## src/rtl/rbst_pkg.sv

```systemverilog
// Shared types, register indexes and the fixed-point scaling function
// for the ray versus box slab test. No dependencies.
`timescale 1ns / 1ps

package rbst_pkg;

    localparam int CoordWidth = 32;
    localparam int DistWidth  = 31;
    localparam int DiffWidth  = CoordWidth + 1;
    localparam int ProdWidth  = DiffWidth + CoordWidth;
    localparam int FracBits   = 16;
    localparam int CfgIdxWidth = 3;

    typedef logic signed [CoordWidth-1:0] coord_t;
    typedef logic [DistWidth-1:0]         dist_t;
    typedef logic signed [DiffWidth-1:0]  diff_t;
    typedef logic signed [ProdWidth-1:0]  prod_t;
    typedef logic [CfgIdxWidth-1:0]       cfg_idx_t;

    localparam cfg_idx_t REG_BOX_MIN_X    = 3'd0;
    localparam cfg_idx_t REG_BOX_MIN_Y    = 3'd1;
    localparam cfg_idx_t REG_BOX_MIN_Z    = 3'd2;
    localparam cfg_idx_t REG_BOX_MAX_X    = 3'd3;
    localparam cfg_idx_t REG_BOX_MAX_Y    = 3'd4;
    localparam cfg_idx_t REG_BOX_MAX_Z    = 3'd5;
    localparam cfg_idx_t REG_MIN_DISTANCE = 3'd6;

    localparam coord_t COORD_MIN = {1'b1, {(CoordWidth-1){1'b0}}};
    localparam coord_t COORD_MAX = {1'b0, {(CoordWidth-1){1'b1}}};
    localparam dist_t  MIN_DISTANCE_RESET = dist_t'(1);

    typedef struct packed {
        coord_t min_x;
        coord_t min_y;
        coord_t min_z;
        coord_t max_x;
        coord_t max_y;
        coord_t max_z;
        dist_t  min_distance;
    } box_cfg_t;

    typedef struct packed {
        logic s1;
        logic s2;
        logic s3;
        logic s4;
        logic s5;
    } stage_adv_t;

    // Floor shift by the fraction bits, then saturate to the coordinate range
    function automatic coord_t scale_sat(input prod_t p);
        logic [ProdWidth-FracBits-1:0] q;
        logic [ProdWidth-FracBits-CoordWidth:0] top;
        coord_t r;
        q   = p[ProdWidth-1:FracBits];
        top = q[ProdWidth-FracBits-1:CoordWidth-1];
        if ((&top) || !(|top))
        begin
            r = q[CoordWidth-1:0];
        end
        else
        begin
            r = p[ProdWidth-1] ? COORD_MIN : COORD_MAX;
        end
        return r;
    endfunction

endpackage

```

## src/rtl/rbst_cfg_regs.sv

```systemverilog
// Box corner and minimum distance configuration registers.
// Depends on rbst_pkg.
`timescale 1ns / 1ps

module rbst_cfg_regs
    import rbst_pkg::*;
(
    input  logic                  clk,
    input  logic                  rst_n,
    input  logic                  cfg_we,
    input  cfg_idx_t              cfg_index,
    input  logic [CoordWidth-1:0] cfg_wdata,
    output box_cfg_t              box
);

    box_cfg_t box_reg;
    box_cfg_t box_next;

    always_comb
    begin
        box_next = box_reg;
        if (cfg_we)
        begin
            case (cfg_index)
                REG_BOX_MIN_X:    box_next.min_x = cfg_wdata;
                REG_BOX_MIN_Y:    box_next.min_y = cfg_wdata;
                REG_BOX_MIN_Z:    box_next.min_z = cfg_wdata;
                REG_BOX_MAX_X:    box_next.max_x = cfg_wdata;
                REG_BOX_MAX_Y:    box_next.max_y = cfg_wdata;
                REG_BOX_MAX_Z:    box_next.max_z = cfg_wdata;
                REG_MIN_DISTANCE: box_next.min_distance = cfg_wdata[DistWidth-1:0];
                default:          box_next = box_reg;
            endcase
        end
    end

    always_ff @(posedge clk or negedge rst_n)
    begin
        if (!rst_n)
        begin
            box_reg.min_x        <= COORD_MIN;
            box_reg.min_y        <= COORD_MIN;
            box_reg.min_z        <= COORD_MIN;
            box_reg.max_x        <= COORD_MAX;
            box_reg.max_y        <= COORD_MAX;
            box_reg.max_z        <= COORD_MAX;
            box_reg.min_distance <= MIN_DISTANCE_RESET;
        end
        else
        begin
            box_reg <= box_next;
        end
    end

    assign box = box_reg;

endmodule

```

## config.mk

```make
export PLATFORM = sky130hd
export DESIGN_NAME = rbst_cfg_regs
export DESIGN_NICKNAME = d
export VERILOG_FILES = /design/src/rtl/rbst_pkg.sv /design/src/rtl/rbst_cfg_regs.sv
export SDC_FILE = /design/constraint.sdc
export NUM_CORES = 1
export LEC_CHECK = 0
export BUFFER_PORTS_ARGS = -buffer_cell sky130_fd_sc_hd__buf_2
export CORE_UTILIZATION = 28
export CTS_CLUSTER_SIZE = 25
export DETAILED_ROUTE_END_ITERATION = 16
export SLEW_MARGIN = 5
export SYNTH_ARGS = -nofsm -noshare
export SYNTH_HDL_FRONTEND = slang
export SYNTH_SLANG_ARGS = --single-unit
```

## constraint.sdc

```tcl
create_clock -name clk -period 0.8 [get_ports clk]
set_input_delay 0.04 -clock clk [delete_from_list [all_inputs] [get_ports clk]]
set_output_delay 0.04 -clock clk [all_outputs]
set_load 0.05 [all_outputs]
```

Word level (Yosys, flattened, before mapping). Cells that the tools add are included.

Output and inout bits: 223. Logic and storage cells: 21. Bits of input ports: 38. Bits in registers: 223.

Equality and inequality tests: 6. Reductions and logical operators: 8.

Operators by type and width (count): $reduce_and 2->1 (7); $eq 3x3->1 const B (3); $eq 3x2->1 const B (2); $eq 3x1->1 const B (1); $logic_not 3->1 (1).

Logic depth before layout (Yosys ltp). Gate-level depths: netlist (run 1).

Depth after elaboration: 2. Depth in mapped cells: 5. Mapped depth without buffers: 2.

Least setup slack after synthesis (run 1). No wires, ideal clock.

Kind: input port to flip-flop. Start: in cfg_index[0]. End: reg box_reg, in the netlist box[210]. Buffers on the path: 2. Library setup time: 125 ps. Data arrival time: 1080 ps. Required time: 675 ps. Stages: 4. Slack: -405 ps. Path through: buf_6 > nor4b_4 > buf_6 > mux2_2.

Cells in the longest elaborated chain, start to end: 2.

Ends and longest elaborated chain: start: declaration (RTL line rbst_cfg_regs.sv:11) `input cfg_idx_t cfg_index,`; $logic_not 3->1 (RTL line rbst_cfg_regs.sv:24) `case (cfg_index)`; $reduce_and 2->1 (no line); end signal: assignment (RTL line rbst_cfg_regs.sv:51) `box_reg <= box_next;`; end: declaration (RTL line rbst_cfg_regs.sv:16) `box_cfg_t box_reg;`.

No other way between the ends. A chain may end at the register's enable or synchronous reset.

Worst setup path after layout (run 1).
Start: reg box_reg, in the netlist box[34]. End: out box[34] in the netlist's numbering.

RTL lines: end: declaration (RTL line rbst_cfg_regs.sv:13) `output box_cfg_t box`.

No word-level cell between the ends.

==> load_flow_metrics.sql, run 1 <==
INSERT INTO impl_metrics (metric_group, metric, value, unit) VALUES
('outcome', 'run_status', 'finished, violations left', ''),
('outcome', 'failing_checks', 'negative setup slack', ''),
('routing', 'ant_nets', '0', ''),
('yosys', 'ys.warnings.count', '0', ''),
('grt', 'grt.total_usage', '16.45', '%'),
('routing', 'via_total_after_detailed_routing', '5754', ''),
('timing', 'max_clock_freq', '770.8', 'MHz'),
('worst_setup_path', 'slowest_stage', 'sky130_fd_sc_hd__dfstp_2', ''),
('yosys', 'syn_area_per_cell', '18.11', 'um^2'),
('routing', 'totalWireLength', '26.91', 'mm'),
('yosys', 'synth.ff_latch_count', '223', ''),
('yosys', 'synth.cell_area', '0.008655', 'mm^2'),
('cts', 'clkSlewWorstSetupHoldPaths', '0.06', 'ns'),
('yosys', 'yosys.area.top_type', 'sky130_fd_sc_hd__dfrtp_1', ''),
('cts', 'cts_tree', 'built', ''),
('yosys', 'ys_top_cells_by_count', '131 x sky130_fd_sc_hd__mux2_2, 126 x sky130_fd_sc_hd__dfrtp_1, 97 x sky130_fd_sc_hd__dfstp_2', ''),
('cts', 'cts_htree_levels', '1', ''),
('final_layout', 'diodes', '0', ''),
('worst_setup_path', 'buf_inv_on_cp', '1', ''),
('timing', 'hold-worst-slack', '0.07728', 'ns'),
('routing', 'route.detailed.vias_per_inst', '4.440', ''),
('worst_setup_path', 'timing.reg2reg.setup_slack', '-0.14', 'ns'),
('grt', 'antenna_found_initial', '0', ''),
('worst_setup_path', 'critical_path.max_fanout', '2', ''),
('worst_setup_path', 'critical_path.cell_chain', 'buf_8', ''),
('hold_path', 'min_path_type', 'input pin to async pin', ''),
('final_layout', 'max_ffs_per_register', '223', ''),
('yosys', 'synthDistinctLibCells', '12', ''),
('worst_setup_path', 'critical_path_arrival', '1.26', 'ns'),
('power_and_ir_drop', 'total_leakage_power', '6.812', 'nW'),
('cts', 'max-clock-path-buffers', '3', ''),
('grt', 'vias_in_the_first_global_route', '6210', ''),
('timing', 'setup_tns', '-90.78', 'ns'),
('grt', 'gr-usage-met2', '28.52', '%'),
('power_and_ir_drop', 'cellPowerDensity', '3394', 'mW/mm^2'),
('worst_setup_path', 'type_of_destination_of_the_critical_path', 'primary output', ''),
('yosys', 'synth_seq_area_share', '65.88', '%'),
('final_layout', 'finish.net_count', '917', ''),
('die', 'floorplan.initialDensity', '28.37', '%'),
('timing', 'final-max-slew-violation-count', '0', ''),
('timing', 'finalWorstPathRequiredPeriod', '1.297', 'ns'),
('yosys', 'yosysMostFrequentCell', 'sky130_fd_sc_hd__mux2_2', ''),
('timing', 'layout_setup_ws', '-0.4974', 'ns'),
('cts', 'tritoncts_num_sinks', '223', ''),
('yosys', 'synth_nets', '516', ''),
('worst_setup_path', 'cp_data_required_time', '0.76', 'ns'),
('worst_setup_path', 'cpLargestDelayFamily', 'flip-flops', ''),
('yosys', 'ys_top_cells_by_area', 'sky130_fd_sc_hd__dfrtp_1 36%, sky130_fd_sc_hd__dfstp_2 29%, sky130_fd_sc_hd__mux2_2 17%, sky130_fd_sc_hd__mux2_1 8.1%, sky130_fd_sc_hd__mux2_4 5.2%', ''),
('grt', 'global_route_wire_length_before_repair', '39.32', 'mm'),
('power_and_ir_drop', 'vdd_ir_drop_max', '2034', 'uV'),
('routing', 'drt_iter0_drc', '161', ''),
('routing', 'drt_first_pass_iters', '4', ''),
('worst_setup_path', 'critical_path.startpoint_type', 'flop', ''),
('cts', 'cts_made_buffers', '27', ''),
('grt', 'grt.met1_usage', '20.33', '%'),
('routing', 'wl_per_cell', '20.76', 'um'),
('worst_setup_path', 'critical-path-max-stage-delay', '0.57', 'ns'),
('worst_setup_path', 'reg2reg_to', 'box[128]', ''),
('timing', 'hold_viol_final', '0', ''),
('die', 'floorplan.core_area', '0.03051', 'mm^2'),
('timing', 'finClkSkew', '0', 'ns'),
('flow_run', 'max-cap-violations', '0', ''),
('yosys', 'fraction_of_post_synthesis_cell_area_in_the_top_cell_type_by_area', '36.43', '%'),
('placed_design', 'gp_congestion', '0.7814', ''),
('timing', 'final-setup-viol-count', '286', ''),
('yosys', 'yosys_most_used_dff', 'sky130_fd_sc_hd__dfrtp_1', ''),
('final_layout', 'number_of_standard_cells_in_the_layout_taps_in_and_fillers_out', '1296', ''),
('grt', 'globalRouteMet3Util', '3.428', '%'),
('cts', 'clock_tree.root_cell', 'sky130_fd_sc_hd__clkbuf_16', ''),
('placed_design', 'place_hpwl', '15.56', 'mm'),
('die', 'design.die.area', '0.03162', 'mm^2');
kinds of logic after synthesis:
| logic type | synth area share [%] |
|---|---|
| buf+inv | 2.848 |
| flops | 65.88 |
| mux | 30.32 |
| simple gates | 0.9542 |
placed cells by master, fill, tap and decap left out, types with 2 or more instances in the layout:
| master | netlist | layout |
|---|---|---|
| sky130_fd_sc_hd__buf_6 | 5 | 173 |
| sky130_fd_sc_hd__clkbuf_8 | 0 | 7 |
| sky130_fd_sc_hd__buf_16 | 0 | 2 |
| sky130_fd_sc_hd__clkbuf_16 | 0 | 28 |
| sky130_fd_sc_hd__buf_8 | 9 | 93 |
| sky130_fd_sc_hd__dfstp_2 | 97 | 97 |
| sky130_fd_sc_hd__mux2_2 | 131 | 95 |
| sky130_fd_sc_hd__buf_12 | 0 | 25 |
| sky130_fd_sc_hd__nand4b_1 | 3 | 3 |
| sky130_fd_sc_hd__dfrtp_2 | 0 | 15 |
| sky130_fd_sc_hd__dfrtp_1 | 126 | 111 |
| sky130_fd_sc_hd__buf_2 | 11 | 32 |
| sky130_fd_sc_hd__nor4bb_4 | 0 | 2 |
| sky130_fd_sc_hd__clkbuf_1 | 0 | 12 |
| sky130_fd_sc_hd__dlygate4sd3_1 | 0 | 33 |
| sky130_fd_sc_hd__buf_4 | 0 | 35 |
| sky130_fd_sc_hd__mux2_4 | 30 | 128 |
worst reg2reg max path, cell delays in order (launching register included):
cell	delay [ns]
sky130_fd_sc_hd__dfrtp_1	0.42
sky130_fd_sc_hd__buf_6	0.13
sky130_fd_sc_hd__mux2_4	0.27
where the power goes:
part           internal (mW)  total (mW)  switching (mW)
Sequential              14.7        16.9            2.26
Combinational           9.81        21.9            12.1
Clock                   7.13        11.8            4.68
Total                   31.6        50.6            19.0
layout make-up:
cell class / instances / area [um^2]
timing repair buffer: 397 / 4737
multi-input combinational: 230 / 3104
tap: 396 / 495.5
clock buffer: 45 / 803.3
fill: 2445 / 15590
clock inverter: 5 / 60.06
sequential: 223 / 5720
worst max-delay path by stage:
stage | start | to | cells past startpoint
4_1_cts | box[125] | box[125] | 1
3_3_place_gp | cfg_index[0] | box[94] | 4
2_1_floorplan | cfg_index[0] | box[129] | 5
6_report | box[34] | box[34] | 1
3_5_place_dp | cfg_we | box[83] | 4
5_1_grt | box[34] | box[34] | 1
layer usage:
metal / share of wire, % / wire length (um) / vias to the layer above
li1: - / - / 2507
met1: 41 / 10930 / 3029
met2: 52 / 13970 / 177
met3: 5.1 / 1385 / 41
met4: 2.3 / 619 / 0
met5: 0 / 0 / -
what timing repair did:
action | 4_1_cts | 5_1_grt
hold buffers | 34 | 0
gates cloned | 3 | 1
endpoints found under the setup margin | 255 | 315
hold endpoints to repair | 446 | 0
resized for setup | 548 | 82
setup buffers | 45 | 27
pin swaps | 3 | 1
per-stage QoR:
| stage | power [mW] | util [%] | instance area [um^2] |
|---|---|---|---|
| 2_1_floorplan | 27.98 | - | 8949 |
| 3_3_place_gp | 32.10 | 36.29 | 11070 |
| 3_5_place_dp | 32.27 | 36.29 | 11070 |
| 4_1_cts | 49.83 | 47.44 | 14470 |
| 5_1_grt | 52.47 | 48.91 | 14920 |
| 6_report | 50.64 | 48.91 | 14920 |
Power figures use the tool's default switching activity.
==> run 2: changes to the inputs <==
--- a/config.mk
+++ b/config.mk
@@ -13,3 +13,4 @@
 export SYNTH_ARGS = -nofsm -noshare
 export SYNTH_HDL_FRONTEND = slang
 export SYNTH_SLANG_ARGS = --single-unit
+export TNS_END_PERCENT = 50
==> load_flow_metrics.sql, run 2 (synthesis results as in run 1) <==
INSERT INTO impl_metrics (metric_group, metric, value, unit) VALUES
('grt', 'grt.total_usage', '14.46', '%'),
('die', 'floorplan.rows', '64', ''),
('routing', 'wl_per_cell', '18.79', 'um'),
('flow_run', 'max-cap-violations', '0', ''),
('timing', 'grt_setup_unrepaired', 'true', ''),
('placed_design', 'dp_cells', '1141', ''),
('routing', 'drt_iter0_drc', '122', ''),
('die', 'design.die.area', '0.03162', 'mm^2'),
('placed_design', 'placedInstanceArea', '0.01085', 'mm^2'),
('timing', 'final-max-slew-violation-count', '0', ''),
('cts', 'clock_tree.root_cell', 'sky130_fd_sc_hd__clkbuf_16', ''),
('worst_setup_path', 'critical-path-max-stage-delay', '0.56', 'ns'),
('cts', 'tritoncts_num_sinks', '223', ''),
('power_and_ir_drop', 'clock_power_share', '24.0', '%'),
('timing', 'max-slew-margin-rel', '73.10', '%'),
('outcome', 'failing_checks', 'negative setup slack', ''),
('final_layout', 'max_ffs_per_register', '223', ''),
('die', 'ios', '261', ''),
('worst_setup_path', 'critical_path_arrival', '1.25', 'ns'),
('final_layout', 'diodes', '0', ''),
('cts', 'clkSlewWorstSetupHoldPaths', '0.06', 'ns'),
('power_and_ir_drop', 'seqPwrFrac', '34.1', '%'),
('power_and_ir_drop', 'vdd_ir_drop_max', '2394', 'uV'),
('die', 'die_h', '177.8', 'um'),
('cts', 'cts_tree', 'built', ''),
('placed_design', 'place_hpwl', '14.89', 'mm'),
('die', 'die_width', '177.8', 'um'),
('final_layout', 'finish.net_count', '878', ''),
('cts', 'cts_htree_levels', '1', ''),
('worst_setup_path', 'type_of_destination_of_the_critical_path', 'primary output', ''),
('power_and_ir_drop', 'power.internal', '30.52', 'mW'),
('final_layout', 'seqCellArea', '0.005702', 'mm^2'),
('routing', 'via_total_after_detailed_routing', '5465', ''),
('timing', 'finClkSkew', '0', 'ns'),
('final_layout', 'number_of_standard_cells_in_the_layout_taps_in_and_fillers_out', '1255', ''),
('final_layout', 'layout_filler_cell_count', '2559', ''),
('die', 'floorplan.initialDensity', '28.37', '%'),
('cts', 'max-clock-path-buffers', '3', ''),
('routing', 'totalWireLength', '23.58', 'mm'),
('worst_setup_path', 'critical_path.cell_chain', 'buf_8', ''),
('worst_setup_path', 'buf_inv_on_cp', '1', ''),
('timing', 'layout_setup_ws', '-0.4862', 'ns'),
('timing', 'finalWorstPathRequiredPeriod', '1.286', 'ns'),
('power_and_ir_drop', 'total_leakage_power', '6.351', 'nW'),
('placed_design', 'gp_congestion', '0.7507', ''),
('die', 'floorplan.core_area', '0.03051', 'mm^2'),
('timing', 'timing_worst_slew_pin_value', '0.4030', 'ns'),
('routing', 'route.detailed.vias_per_inst', '4.355', ''),
('final_layout', 'post-route-cell-area', '0.01412', 'mm^2'),
('timing', 'fin_crit_sh', '160.8', '%'),
('timing', 'final-setup-viol-count', '265', ''),
('worst_setup_path', 'path_class', 'flop to primary output', ''),
('routing', 'drt_first_pass_iters', '4', ''),
('power_and_ir_drop', 'switching_power', '18.54', 'mW'),
('power_and_ir_drop', 'cellPowerDensity', '3475', 'mW/mm^2'),
('routing', 'ant_nets', '0', ''),
('routing', 'drcViolationCount', '0', ''),
('worst_setup_path', 'cpLargestDelayFamily', 'flip-flops', ''),
('final_layout', 'area_growth_syn_to_layout', '63.10', '%'),
('final_layout', 'layout.cells.most_common', 'sky130_fd_sc_hd__buf_6', ''),
('worst_setup_path', 'cp_data_required_time', '0.76', 'ns'),
('placed_design', 'buffer_ports.inserted', '260', ''),
('power_and_ir_drop', 'comb_power_share', '41.9', '%'),
('timing', 'max_clock_freq', '777.5', 'MHz'),
('worst_setup_path', 'slowest_stage', 'sky130_fd_sc_hd__dfstp_2', ''),
('grt', 'vias_in_the_first_global_route', '5784', ''),
('final_layout', 'fraction_of_layout_cells_with_a_size_suffix_above_1', '79.16', '%'),
('cts', 'cts_made_buffers', '26', ''),
('power_and_ir_drop', 'p_total', '49.06', 'mW'),
('power_and_ir_drop', 'switching_share_of_total_power', '37.79', '%'),
('timing', 'hold_viol_final', '0', ''),
('grt', 'grt-ovfl-total', '0', ''),
('placed_design', 'preCtsSetupSlack', '-0.5887', 'ns'),
('grt', 'global_route_wire_length_before_repair', '35.30', 'mm'),
('grt', 'grt_start_max_net_pins', '45', ''),
('grt', 'antenna_found_initial', '0', ''),
('hold_path', 'min_path_type', 'input pin to async pin', ''),
('cts', 'clkLatencyLatePin', '0.52', 'ns'),
('worst_setup_path', 'critical_path.max_fanout', '2', ''),
('worst_setup_path', 'critical_path.startpoint_type', 'flop', ''),
('final_layout', 'mostFrequentLayoutCells', '129 x sky130_fd_sc_hd__buf_6, 127 x sky130_fd_sc_hd__mux2_2, 126 x sky130_fd_sc_hd__dfrtp_1, 97 x sky130_fd_sc_hd__dfstp_2, 93 x sky130_fd_sc_hd__buf_8', ''),
('final_layout', 'multi_input_comb_area', '0.002954', 'mm^2'),
('outcome', 'run_status', 'finished, violations left', '');
run 2: final cells by class:
class	count	share of cell area, %
clock buffers	39	5.309
clock inverters	8	0.7357
multi-input cells	230	20.93
flip-flops and latches	223	40.39
well taps	396	3.510
repair buffers	359	29.13
run 2: final timing paths:
| kind | slack (ns) | depth (start not counted) | to | startpoint |
|---|---|---|---|---|
| min in group clk | 0.14 | 4 | box[82] | cfg_index[0] |
| worst min register to register | 0.51 | 1 | box[214] | box[214] |
| max in group asynchronous | 0.29 | 4 | box[83] | rst_n |
| worst max register to register | -0.13 | 2 | box[183] | box[183] |
| worst max-delay path | -0.49 | 1 | box[105] | box[105] |
| worst min-delay path | 0.10 | 3 | box[15] | rst_n |
run 2: power groups by stage:
stage	clock (mW)	combinational, mW	sequential [mW]
2_1_floorplan	0	2.75	25.0
3_3_place_gp	0	15.8	15.9
3_5_place_dp	0	15.9	16.0
4_1_cts	12.2	20.0	16.7
5_1_grt	12.6	21.2	17.0
6_report	11.8	20.6	16.7
run 2: through the flow:
stage          setup TNS (ns)  util, %  hold WS [ns]
2_1_floorplan          -54.14        -       -0.2556
3_3_place_gp          -108.94    35.55      -0.09301
3_5_place_dp          -113.10    35.55      -0.09229
4_1_cts                -93.11    45.43       0.07106
5_1_grt                -98.16    46.27       0.09413
6_report               -87.25    46.27        0.1015
run 2: timing repair:
item / CTS / global route
pin swaps: 0 / 2
endpoints found under the hold margin: 446 / 0
gates resized for setup: 532 / 30
hold buffers: 34 / 0
buffers inserted: 13 / 20
setup endpoints to repair: 234 / 323
run 2: layer usage:
| metal | up-vias | GRT usage [%] | part of all wire (%) |
|---|---|---|---|
| li1 | 2432 | - | - |
| met1 | 2825 | 17.89 | 42 |
| met2 | 180 | 24.56 | 49 |
| met3 | 28 | 4.306 | 6.5 |
| met4 | 0 | 3.526 | 2.0 |
| met5 | - | 0 | 0 |
